--- config.mk ---
export PLATFORM = sky130hd
export DESIGN_NAME = directory_line_parser_core_flat
export DESIGN_NICKNAME = d
export VERILOG_FILES = /design/src/rtl/core/dlp_pkg.sv /design/src/rtl/core/dlp_if.sv /design/src/rtl/core/dlp_cell.sv /design/src/rtl/core/dlp_classify.sv /design/src/rtl/core/directory_line_parser_core.sv /design/src/flat_wrapper.sv
export SDC_FILE = /design/constraint.sdc
export NUM_CORES = 1
export LEC_CHECK = 0
export ABC_AREA = 1
export BUFFER_PORTS_ARGS = -buffer_cell sky130_fd_sc_hd__buf_2
export CAP_MARGIN = 10
export CORE_MARGIN = 2
export CORE_UTILIZATION = 35
export CTS_CLUSTER_DIAMETER = 60
export CTS_CLUSTER_SIZE = 40
export DETAILED_ROUTE_END_ITERATION = 10
export GPL_TIMING_DRIVEN = 0
export PLACE_DENSITY = 0.58
export SYNTH_ARGS = -nofsm -noshare
export SYNTH_HDL_FRONTEND = slang
export SYNTH_SLANG_ARGS = --single-unit
--- constraint.sdc ---
create_clock -name clk -period 8.4 [get_ports clk]
set_input_delay 0 -clock clk [delete_from_list [all_inputs] [get_ports clk]]
set_output_delay 0 -clock clk [all_outputs]
set_load 0.02 [all_outputs]
--- src/rtl/core/dlp_pkg.sv ---
package dlp_pkg;

  localparam int unsigned RECORD_LEN = 17;
  localparam int unsigned CNT_W      = 5;
  localparam logic [CNT_W-1:0] COUNT_MAX = 5'd31;

  localparam logic [7:0] CH_SPACE  = 8'h20;
  localparam logic [7:0] CH_STAR   = 8'h2a;
  localparam logic [7:0] CH_COLON  = 8'h3a;
  localparam logic [7:0] CH_AT     = 8'h40;
  localparam logic [7:0] CH_UNDER  = 8'h5f;
  localparam logic [7:0] CH_ZERO   = 8'h30;
  localparam logic [7:0] CH_NINE   = 8'h39;
  localparam logic [7:0] CH_UPPA   = 8'h41;
  localparam logic [7:0] CH_UPPZ   = 8'h5a;
  localparam logic [7:0] HIGH_BIT  = 8'h80;
  localparam logic [7:0] CH_DIR_D  = 8'h44 | HIGH_BIT;
  localparam logic [7:0] CH_DIR_I  = 8'h49 | HIGH_BIT;
  localparam logic [7:0] CH_DIR_R  = 8'h52 | HIGH_BIT;

  typedef enum logic [1:0] {
    KIND_NONE = 2'd0,
    KIND_FILE = 2'd1,
    KIND_DIR  = 2'd2
  } entry_kind_t;

  typedef logic [RECORD_LEN-1:0][7:0] line_t;

  typedef struct packed {
    entry_kind_t entry_kind;
    logic        locked;
    logic [9:0]  sector_count;
    logic [63:0] name_bytes;
    logic [3:0]  name_length;
    logic [23:0] ext_bytes;
    logic [1:0]  ext_length;
  } result_t;

  function automatic logic is_upper(input logic [7:0] c);
    return (c >= CH_UPPA) && (c <= CH_UPPZ);
  endfunction

  function automatic logic is_digit(input logic [7:0] c);
    return (c >= CH_ZERO) && (c <= CH_NINE);
  endfunction

  function automatic logic valid_char(input logic [7:0] c);
    return is_upper(c) || is_digit(c) || (c == CH_UNDER) || (c == CH_AT);
  endfunction

endpackage

--- src/rtl/core/dlp_if.sv ---
interface dlp_in_if;
  logic       valid;
  logic       ready;
  logic [7:0] char_in;
  logic       last_char;

  modport source (output valid, output char_in, output last_char, input ready);
  modport sink   (input valid, input char_in, input last_char, output ready);
endinterface

interface dlp_out_if;
  logic        valid;
  logic        ready;
  logic [1:0]  entry_kind;
  logic        locked;
  logic [9:0]  sector_count;
  logic [63:0] name_bytes;
  logic [3:0]  name_length;
  logic [23:0] ext_bytes;
  logic [1:0]  ext_length;

  modport source (
    output valid, input ready,
    output entry_kind, output locked, output sector_count,
    output name_bytes, output name_length, output ext_bytes, output ext_length
  );
  modport sink (
    input valid, output ready,
    input entry_kind, input locked, input sector_count,
    input name_bytes, input name_length, input ext_bytes, input ext_length
  );
endinterface

--- src/rtl/core/dlp_cell.sv ---
module dlp_cell (
  input  logic       clk,
  input  logic       shift_en,
  input  logic [7:0] d,
  output logic [7:0] q
);

  logic [7:0] byte_r;

  always_ff @(posedge clk) begin
    if (shift_en) begin
      byte_r <= d;
    end
  end

  assign q = byte_r;

endmodule

--- src/rtl/core/dlp_classify.sv ---
module dlp_classify import dlp_pkg::*; (
  input  line_t   cols,
  input  logic    len_ok,
  input  logic    folders_en,
  output result_t res
);

  logic        flag_mark;
  logic        ext_mark;
  logic        line_ok;
  logic [7:0]  name_keep;
  logic [2:0]  ext_keep;
  logic        name_ok;
  logic        ext_ok;
  logic [3:0]  name_len;
  logic [1:0]  ext_len;
  logic [63:0] name_pk;
  logic [23:0] ext_pk;
  logic [9:0]  sectors;
  logic [7:0]  c;

  always_comb begin
    flag_mark = folders_en && (cols[1] == CH_COLON);
    ext_mark  = folders_en && !flag_mark && (cols[10] == CH_DIR_D)
                && (cols[11] == CH_DIR_I) && (cols[12] == CH_DIR_R);
    line_ok   = len_ok && (cols[13] == CH_SPACE)
                && (flag_mark || ext_mark || (cols[1] == CH_SPACE));

    name_keep[7] = (cols[9] != CH_SPACE);
    for (int k = 6; k >= 0; k--) begin
      name_keep[k] = name_keep[k+1] || (cols[2+k] != CH_SPACE);
    end
    name_ok  = name_keep[0] && is_upper(cols[2]);
    name_len = '0;
    name_pk  = '0;
    for (int k = 0; k < 8; k++) begin
      if (name_keep[k]) begin
        name_len = name_len + 4'd1;
        name_pk[63-8*k -: 8] = cols[2+k];
        if (!valid_char(cols[2+k])) begin
          name_ok = 1'b0;
        end
      end
    end

    ext_keep[2] = (cols[12] != CH_SPACE);
    for (int k = 1; k >= 0; k--) begin
      ext_keep[k] = ext_keep[k+1] || (cols[10+k] != CH_SPACE);
    end
    ext_ok  = 1'b1;
    ext_len = '0;
    ext_pk  = '0;
    for (int k = 0; k < 3; k++) begin
      if (ext_keep[k]) begin
        ext_len = ext_len + 2'd1;
        ext_pk[23-8*k -: 8] = cols[10+k];
        if (!valid_char(cols[10+k])) begin
          ext_ok = 1'b0;
        end
      end
    end

    sectors = '0;
    for (int i = 14; i < RECORD_LEN; i++) begin
      c = cols[i];
      if (is_digit(c)) begin
        sectors = (sectors << 3) + (sectors << 1) + {6'd0, c[3:0]};
      end
    end
    c = cols[0];

    res = '0;
    if (line_ok && name_ok && (ext_mark || ext_ok)) begin
      res.entry_kind   = (ext_mark || flag_mark) ? KIND_DIR : KIND_FILE;
      res.locked       = (c == CH_STAR);
      res.sector_count = sectors;
      res.name_bytes   = name_pk;
      res.name_length  = name_len;
      if (!ext_mark) begin
        res.ext_bytes  = ext_pk;
        res.ext_length = ext_len;
      end
    end
  end

endmodule

--- src/rtl/core/directory_line_parser_core.sv ---
// directory listing line parser
// in_ch carries one byte of a listing line per transfer (char_in), from
// column zero, with last_char high on the final byte of the line.
// out_ch carries one result per line, produced by the transfer of the last
// byte: entry kind, locked mark, sector count, trimmed name and extension.
// cfg_we/cfg_wdata write folders_enabled; write only while the block is idle.
// the first 17 bytes shift through a row of byte cells; later bytes only
// advance a saturating column count.
// the result is registered at the last byte's transfer and appears on out_ch
// in the following cycle. in_ch takes one byte per cycle while out_ch is
// not stalled; the combinational classifier feeds the output register.
// when out_ch stalls with a result held, in_ch ready drops until the result
// is taken; a transfer on out_ch frees the register in the same cycle.
// reset clears the column count, the output valid and folders_enabled;
// the byte cells hold no reset value.
module directory_line_parser_core import dlp_pkg::*; (
  input  logic          clk,
  input  logic          rst_n,
  dlp_in_if.sink        in_ch,
  dlp_out_if.source     out_ch,
  input  logic          cfg_we,
  input  logic          cfg_wdata
);

  logic [CNT_W-1:0] count_r;
  logic [CNT_W-1:0] count_nxt;
  logic             folders_en_r;
  logic             out_valid_r;
  result_t          res_r;
  result_t          res;
  logic             in_xfer;
  logic             shift_en;
  line_t            cells_q;
  line_t            view;

  assign in_ch.ready = !out_valid_r || out_ch.ready;
  assign in_xfer     = in_ch.valid && in_ch.ready;
  assign shift_en    = in_xfer && (count_r < CNT_W'(RECORD_LEN));

  for (genvar i = 0; i < RECORD_LEN; i++) begin : g_cell
    logic [7:0] d;
    if (i == RECORD_LEN - 1) begin : g_head
      assign d = in_ch.char_in;
    end else begin : g_link
      assign d = cells_q[i+1];
    end
    dlp_cell u_cell (
      .clk      (clk),
      .shift_en (shift_en),
      .d        (d),
      .q        (cells_q[i])
    );
    assign view[i] = shift_en ? d : cells_q[i];
  end

  dlp_classify u_classify (
    .cols       (view),
    .len_ok     (count_r >= CNT_W'(RECORD_LEN - 1)),
    .folders_en (folders_en_r),
    .res        (res)
  );

  always_comb begin
    count_nxt = count_r;
    if (in_xfer) begin
      if (in_ch.last_char) begin
        count_nxt = '0;
      end else if (count_r != COUNT_MAX) begin
        count_nxt = count_r + 1'b1;
      end
    end
  end

  always_ff @(posedge clk) begin
    if (!rst_n) begin
      count_r      <= '0;
      folders_en_r <= 1'b0;
      out_valid_r  <= 1'b0;
    end else begin
      count_r <= count_nxt;
      if (cfg_we) begin
        folders_en_r <= cfg_wdata;
      end
      if (in_xfer && in_ch.last_char) begin
        out_valid_r <= 1'b1;
      end else if (out_ch.ready) begin
        out_valid_r <= 1'b0;
      end
    end
  end

  always_ff @(posedge clk) begin
    if (in_xfer && in_ch.last_char) begin
      res_r <= res;
    end
  end

  assign out_ch.valid        = out_valid_r;
  assign out_ch.entry_kind   = res_r.entry_kind;
  assign out_ch.locked       = res_r.locked;
  assign out_ch.sector_count = res_r.sector_count;
  assign out_ch.name_bytes   = res_r.name_bytes;
  assign out_ch.name_length  = res_r.name_length;
  assign out_ch.ext_bytes    = res_r.ext_bytes;
  assign out_ch.ext_length   = res_r.ext_length;

endmodule

--- src/flat_wrapper.sv ---
// flat-port wrapper written by rule: the top's interface ports become plain ports
module directory_line_parser_core_flat import dlp_pkg::*;
  (clk, rst_n, cfg_we, cfg_wdata, in_ch_valid, in_ch_char_in, in_ch_last_char, in_ch_ready, out_ch_valid, out_ch_ready, out_ch_entry_kind, out_ch_locked, out_ch_sector_count, out_ch_name_bytes, out_ch_name_length, out_ch_ext_bytes, out_ch_ext_length);
  dlp_in_if in_ch_i ();
  dlp_out_if out_ch_i ();
  input  logic clk;
  input  logic rst_n;
  input  logic cfg_we;
  input  logic cfg_wdata;
  input wire logic [$bits(in_ch_i.valid)-1:0] in_ch_valid;
  input wire logic [$bits(in_ch_i.char_in)-1:0] in_ch_char_in;
  input wire logic [$bits(in_ch_i.last_char)-1:0] in_ch_last_char;
  output wire logic [$bits(in_ch_i.ready)-1:0] in_ch_ready;
  output wire logic [$bits(out_ch_i.valid)-1:0] out_ch_valid;
  input wire logic [$bits(out_ch_i.ready)-1:0] out_ch_ready;
  output wire logic [$bits(out_ch_i.entry_kind)-1:0] out_ch_entry_kind;
  output wire logic [$bits(out_ch_i.locked)-1:0] out_ch_locked;
  output wire logic [$bits(out_ch_i.sector_count)-1:0] out_ch_sector_count;
  output wire logic [$bits(out_ch_i.name_bytes)-1:0] out_ch_name_bytes;
  output wire logic [$bits(out_ch_i.name_length)-1:0] out_ch_name_length;
  output wire logic [$bits(out_ch_i.ext_bytes)-1:0] out_ch_ext_bytes;
  output wire logic [$bits(out_ch_i.ext_length)-1:0] out_ch_ext_length;
  assign in_ch_i.valid = in_ch_valid;
  assign in_ch_i.char_in = in_ch_char_in;
  assign in_ch_i.last_char = in_ch_last_char;
  assign in_ch_ready = in_ch_i.ready;
  assign out_ch_valid = out_ch_i.valid;
  assign out_ch_i.ready = out_ch_ready;
  assign out_ch_entry_kind = out_ch_i.entry_kind;
  assign out_ch_locked = out_ch_i.locked;
  assign out_ch_sector_count = out_ch_i.sector_count;
  assign out_ch_name_bytes = out_ch_i.name_bytes;
  assign out_ch_name_length = out_ch_i.name_length;
  assign out_ch_ext_bytes = out_ch_i.ext_bytes;
  assign out_ch_ext_length = out_ch_i.ext_length;
  directory_line_parser_core u_core (.clk(clk), .rst_n(rst_n), .in_ch(in_ch_i), .out_ch(out_ch_i), .cfg_we(cfg_we), .cfg_wdata(cfg_wdata));
endmodule
==> results.sh <==
export IMPL_period_needed_ns=6.182
export IMPL_skew_ns=0.03035
export IMPL_async_reset_ff_share_pct=0
export IMPL_cpPeakStageDelay_ns=0.54
export IMPL_drive_gt1_share_pct=15.08
export IMPL_first_pass_iters=5
export IMPL_multiInputGateArea_mm2=0.004268
export IMPL_power_share_combinational_pct=18.0
export IMPL_drtIter0Drc=654
export IMPL_end_kind="register"
export IMPL_dp_cells=1919
export IMPL_fin_cells=1980
export IMPL_synth_top_flop_cell="dfxtp_1"
export IMPL_grt_pass1_vias=9025
export IMPL_tritoncts="yes"
export IMPL_syn_to_final_growth_pct=19.28
export IMPL_synth_seq_cells=250
export IMPL_crit_arrival_ns=6.46
export IMPL_switchingPower_mw=1.044
export IMPL_hold_viol=0
export IMPL_fin_tns_setup_ns=0
export IMPL_hold_path_class="primary input to register"
export IMPL_crit_path_top_delay_cell="fa_1"
export IMPL_clock_sinks=250
export IMPL_cpMostUsedCell="nand2_1"
export IMPL_rows=65
export IMPL_avgSynthCellArea_um2=8.184
export IMPL_synth_edf_count=107
export IMPL_ctsHoldBuffers=13
export IMPL_p_int_mw=2.224
export IMPL_seq_area_mm2=0.006076
export IMPL_cts_resized=0
export IMPL_fin_crit_sh_pct=73.59
export IMPL_die_area_mm2=0.03377
export IMPL_synthDistinctLibCells=43
export IMPL_nets=1604
export IMPL_ys_warn_count=0
export IMPL_max_slew_margin_pct=54.67
export IMPL_grt_overflow=0
export IMPL_tightest_slew_ns=0.6799
export IMPL_clk_latency_ns=0.55
export IMPL_antenna_found_initial=1
export IMPL_core_mm2=0.03172
export IMPL_cts_root_buf="clkbuf_16"
export IMPL_cap_violations=0
export IMPL_setup_viol_count_final=0
export IMPL_drcViolationCount=0
export IMPL_rsz0062_at_grt="no"
export IMPL_seqPwrFrac_pct=46.0
export IMPL_io_buffers=123
export IMPL_antenna_left=0
export IMPL_netlist_instances=1382
export IMPL_grt_max_degree=71
export IMPL_cts_inserted_buffers=26
export IMPL_max_freq_ghz=0.1618
export IMPL_grt_first_pass_wirelength_um=47830
export IMPL_path_class="register to register"
export IMPL_track_usage_pct=18.13
export IMPL_post_cts_buffers=0
export IMPL_routed_wirelength_um=30670
export IMPL_seq_area_frac_synth_pct=53.72
export IMPL_swShare_pct=31.94
export IMPL_die_w_um=183.8
export IMPL_synthesis_area_mm2=0.01131
export IMPL_diodes=0
export IMPL_clk_pin_slew_ns=0.08
export IMPL_routed_via_count=9416
export IMPL_leakage_nw=6.365
export IMPL_avgRoutedWirePerCell_um=15.49
export IMPL_drt_vias_per_instance=4.756
export IMPL_clockPowerShare_pct=36.0
export IMPL_slew_viol_final=0
export IMPL_crit_required_ns=8.68
export IMPL_htree_num_levels=1
export IMPL_cts_buffer_depth=3
export IMPL_p_per_area_mw_per_mm2=242.2
export IMPL_gp_congestion=0.8869
export IMPL_n_fill_cell=3169
export IMPL_ir_drop_v=0.0001457
export IMPL_io_pins=124
export IMPL_dp_hpwl_um=22870
export IMPL_die_h_um=183.8
export IMPL_start_kind="register"
export IMPL_status="completed"
export IMPL_path_max_fanout=10
export IMPL_start_util_pct=35.66
## worst max-delay path: cells and delay by family, from the launching register on
family,cells,cell delay (ns)
adder cells (fa/ha/maj),4,1.71
XOR/XNOR,2,0.27
flip-flops,1,0.32
AO/OA/AOI/OAI,8,1.61
AND/OR/NAND/NOR,8,1.04
buffers and inverters,6,0.98
## area by class of cell
| cell class | instances | area share [%] |
|---|---|---|
| flip-flops and latches | 250 | 45.04 |
| inverters | 206 | 5.750 |
| clock buffers | 31 | 5.120 |
| clock inverters | 17 | 1.261 |
| repair buffers | 137 | 5.732 |
| well taps | 402 | 3.728 |
| multi-input cells | 895 | 31.64 |
| plain buffers | 42 | 1.734 |
## placed cells by master, fill, tap and decap left out, types with 7 or more instances in the layout
cell type | Yosys | final
o21ai_1 | 41 | 41
ha_1 | 27 | 27
mux2_2 | 8 | 8
nand2_1 | 381 | 381
a21oi_1 | 27 | 27
dfxtp_1 | 143 | 143
dlygate4sd3_1 | 0 | 13
o21ai_0 | 43 | 43
buf_2 | 28 | 151
xor2_1 | 7 | 7
and3_1 | 7 | 7
inv_2 | 12 | 12
nor3_1 | 13 | 13
clkbuf_16 | 0 | 27
inv_1 | 192 | 191
edfxtp_1 | 107 | 107
nand3_1 | 120 | 120
buf_4 | 7 | 7
nor2_1 | 157 | 157
conb_1 | 1 | 12
## sequential cells by signal (all words and copies together) (netlist names), 2 cells and up
| register | count |
|---|---|
| u_core.g_cell.u_cell.q | 136 |
| u_core.out_ch.ext_length | 2 |
| u_core.out_ch.sector_count | 10 |
| u_core.out_ch.entry_kind | 2 |
| u_core.out_ch.name_length | 4 |
| u_core.out_ch.name_bytes | 64 |
| u_core.count_r | 5 |
| u_core.out_ch.ext_bytes | 24 |
## through the flow
stage                     setup slack, ns  power (mW)  hold slack (ns)  instance area [um2]  utilization [%]
after global routing                1.726       3.431           0.1525                13490            42.53
after global placement              2.290       2.098           0.1909                12470            39.31
after CTS                           2.191       3.289          0.07796                13490            42.53
after detailed placement            2.260       2.104           0.1941                12500            39.41
final                               2.218       3.267          0.09913                13490            42.53
after floorplan                     3.065       1.924          0.09346                11350                -
## layer usage
layer  global-route usage, %  wire [um]
met3                   3.288       1747
met2                   30.02      13940
met4                   7.200       1177
met5                       0         13
met1                   23.46      13790
## cells by family (layout without fill, tap and decap cells)
kind of cell	after synthesis	in the layout	synth area share, %
and+or+nand+nor	703	703	25.72
DFF	250	250	53.72
buffers and inverters	248	433	8.906
AOI/OAI and AO/OA	126	126	5.930
adders and majority gates	31	31	3.695
xor gates and xnor gates	12	12	0.9293
muxes	11	11	1.062
other	1	12	0.03316
## path summary, 6_finish.rpt
check	from	endpoint	slack (ns)	cells past startpoint
min	out_ch_ready	u_core.g_cell[9].u_cell.q[6]	0.1	6
max reg2reg	u_core.out_ch.valid	u_core.out_ch.sector_count[9]	2.22	28
max	u_core.out_ch.valid	u_core.out_ch.sector_count[9]	2.22	28
min reg2reg	u_core.g_cell[0].u_cell.q[5]	u_core.g_cell[0].u_cell.q[5]	0.45	2
## Yosys cell counts (5+ instances only)
master,number,area [um2]
buf_4,7,52.55
o21a_1,5,37.54
nand2_2,5,31.28
nand4_1,5,31.28
a21oi_1,27,135.1
and3_1,7,43.79
edfxtp_1,107,3213
nor2_1,157,589.3
o21ai_1,41,205.2
inv_2,12,45.04
o21ai_0,43,215.2
nand2_1,381,1430
buf_2,28,140.1
dfxtp_1,143,2863
xor2_1,7,61.31
nand3_1,120,600.6
nor3_1,13,65.06
xnor2_1,5,43.79
ha_1,27,337.8
inv_1,192,720.7
mux2_2,8,90.09
## power by group through the flow
stage,logic [mW],registers (mW),clock network (mW)
after detailed placement,0.578,1.53,0
after floorplan,0.396,1.53,0
final,0.589,1.50,1.18
after global placement,0.569,1.53,0
after CTS,0.586,1.50,1.20
after global routing,0.668,1.52,1.25
(Power assumes the default switching activity.)
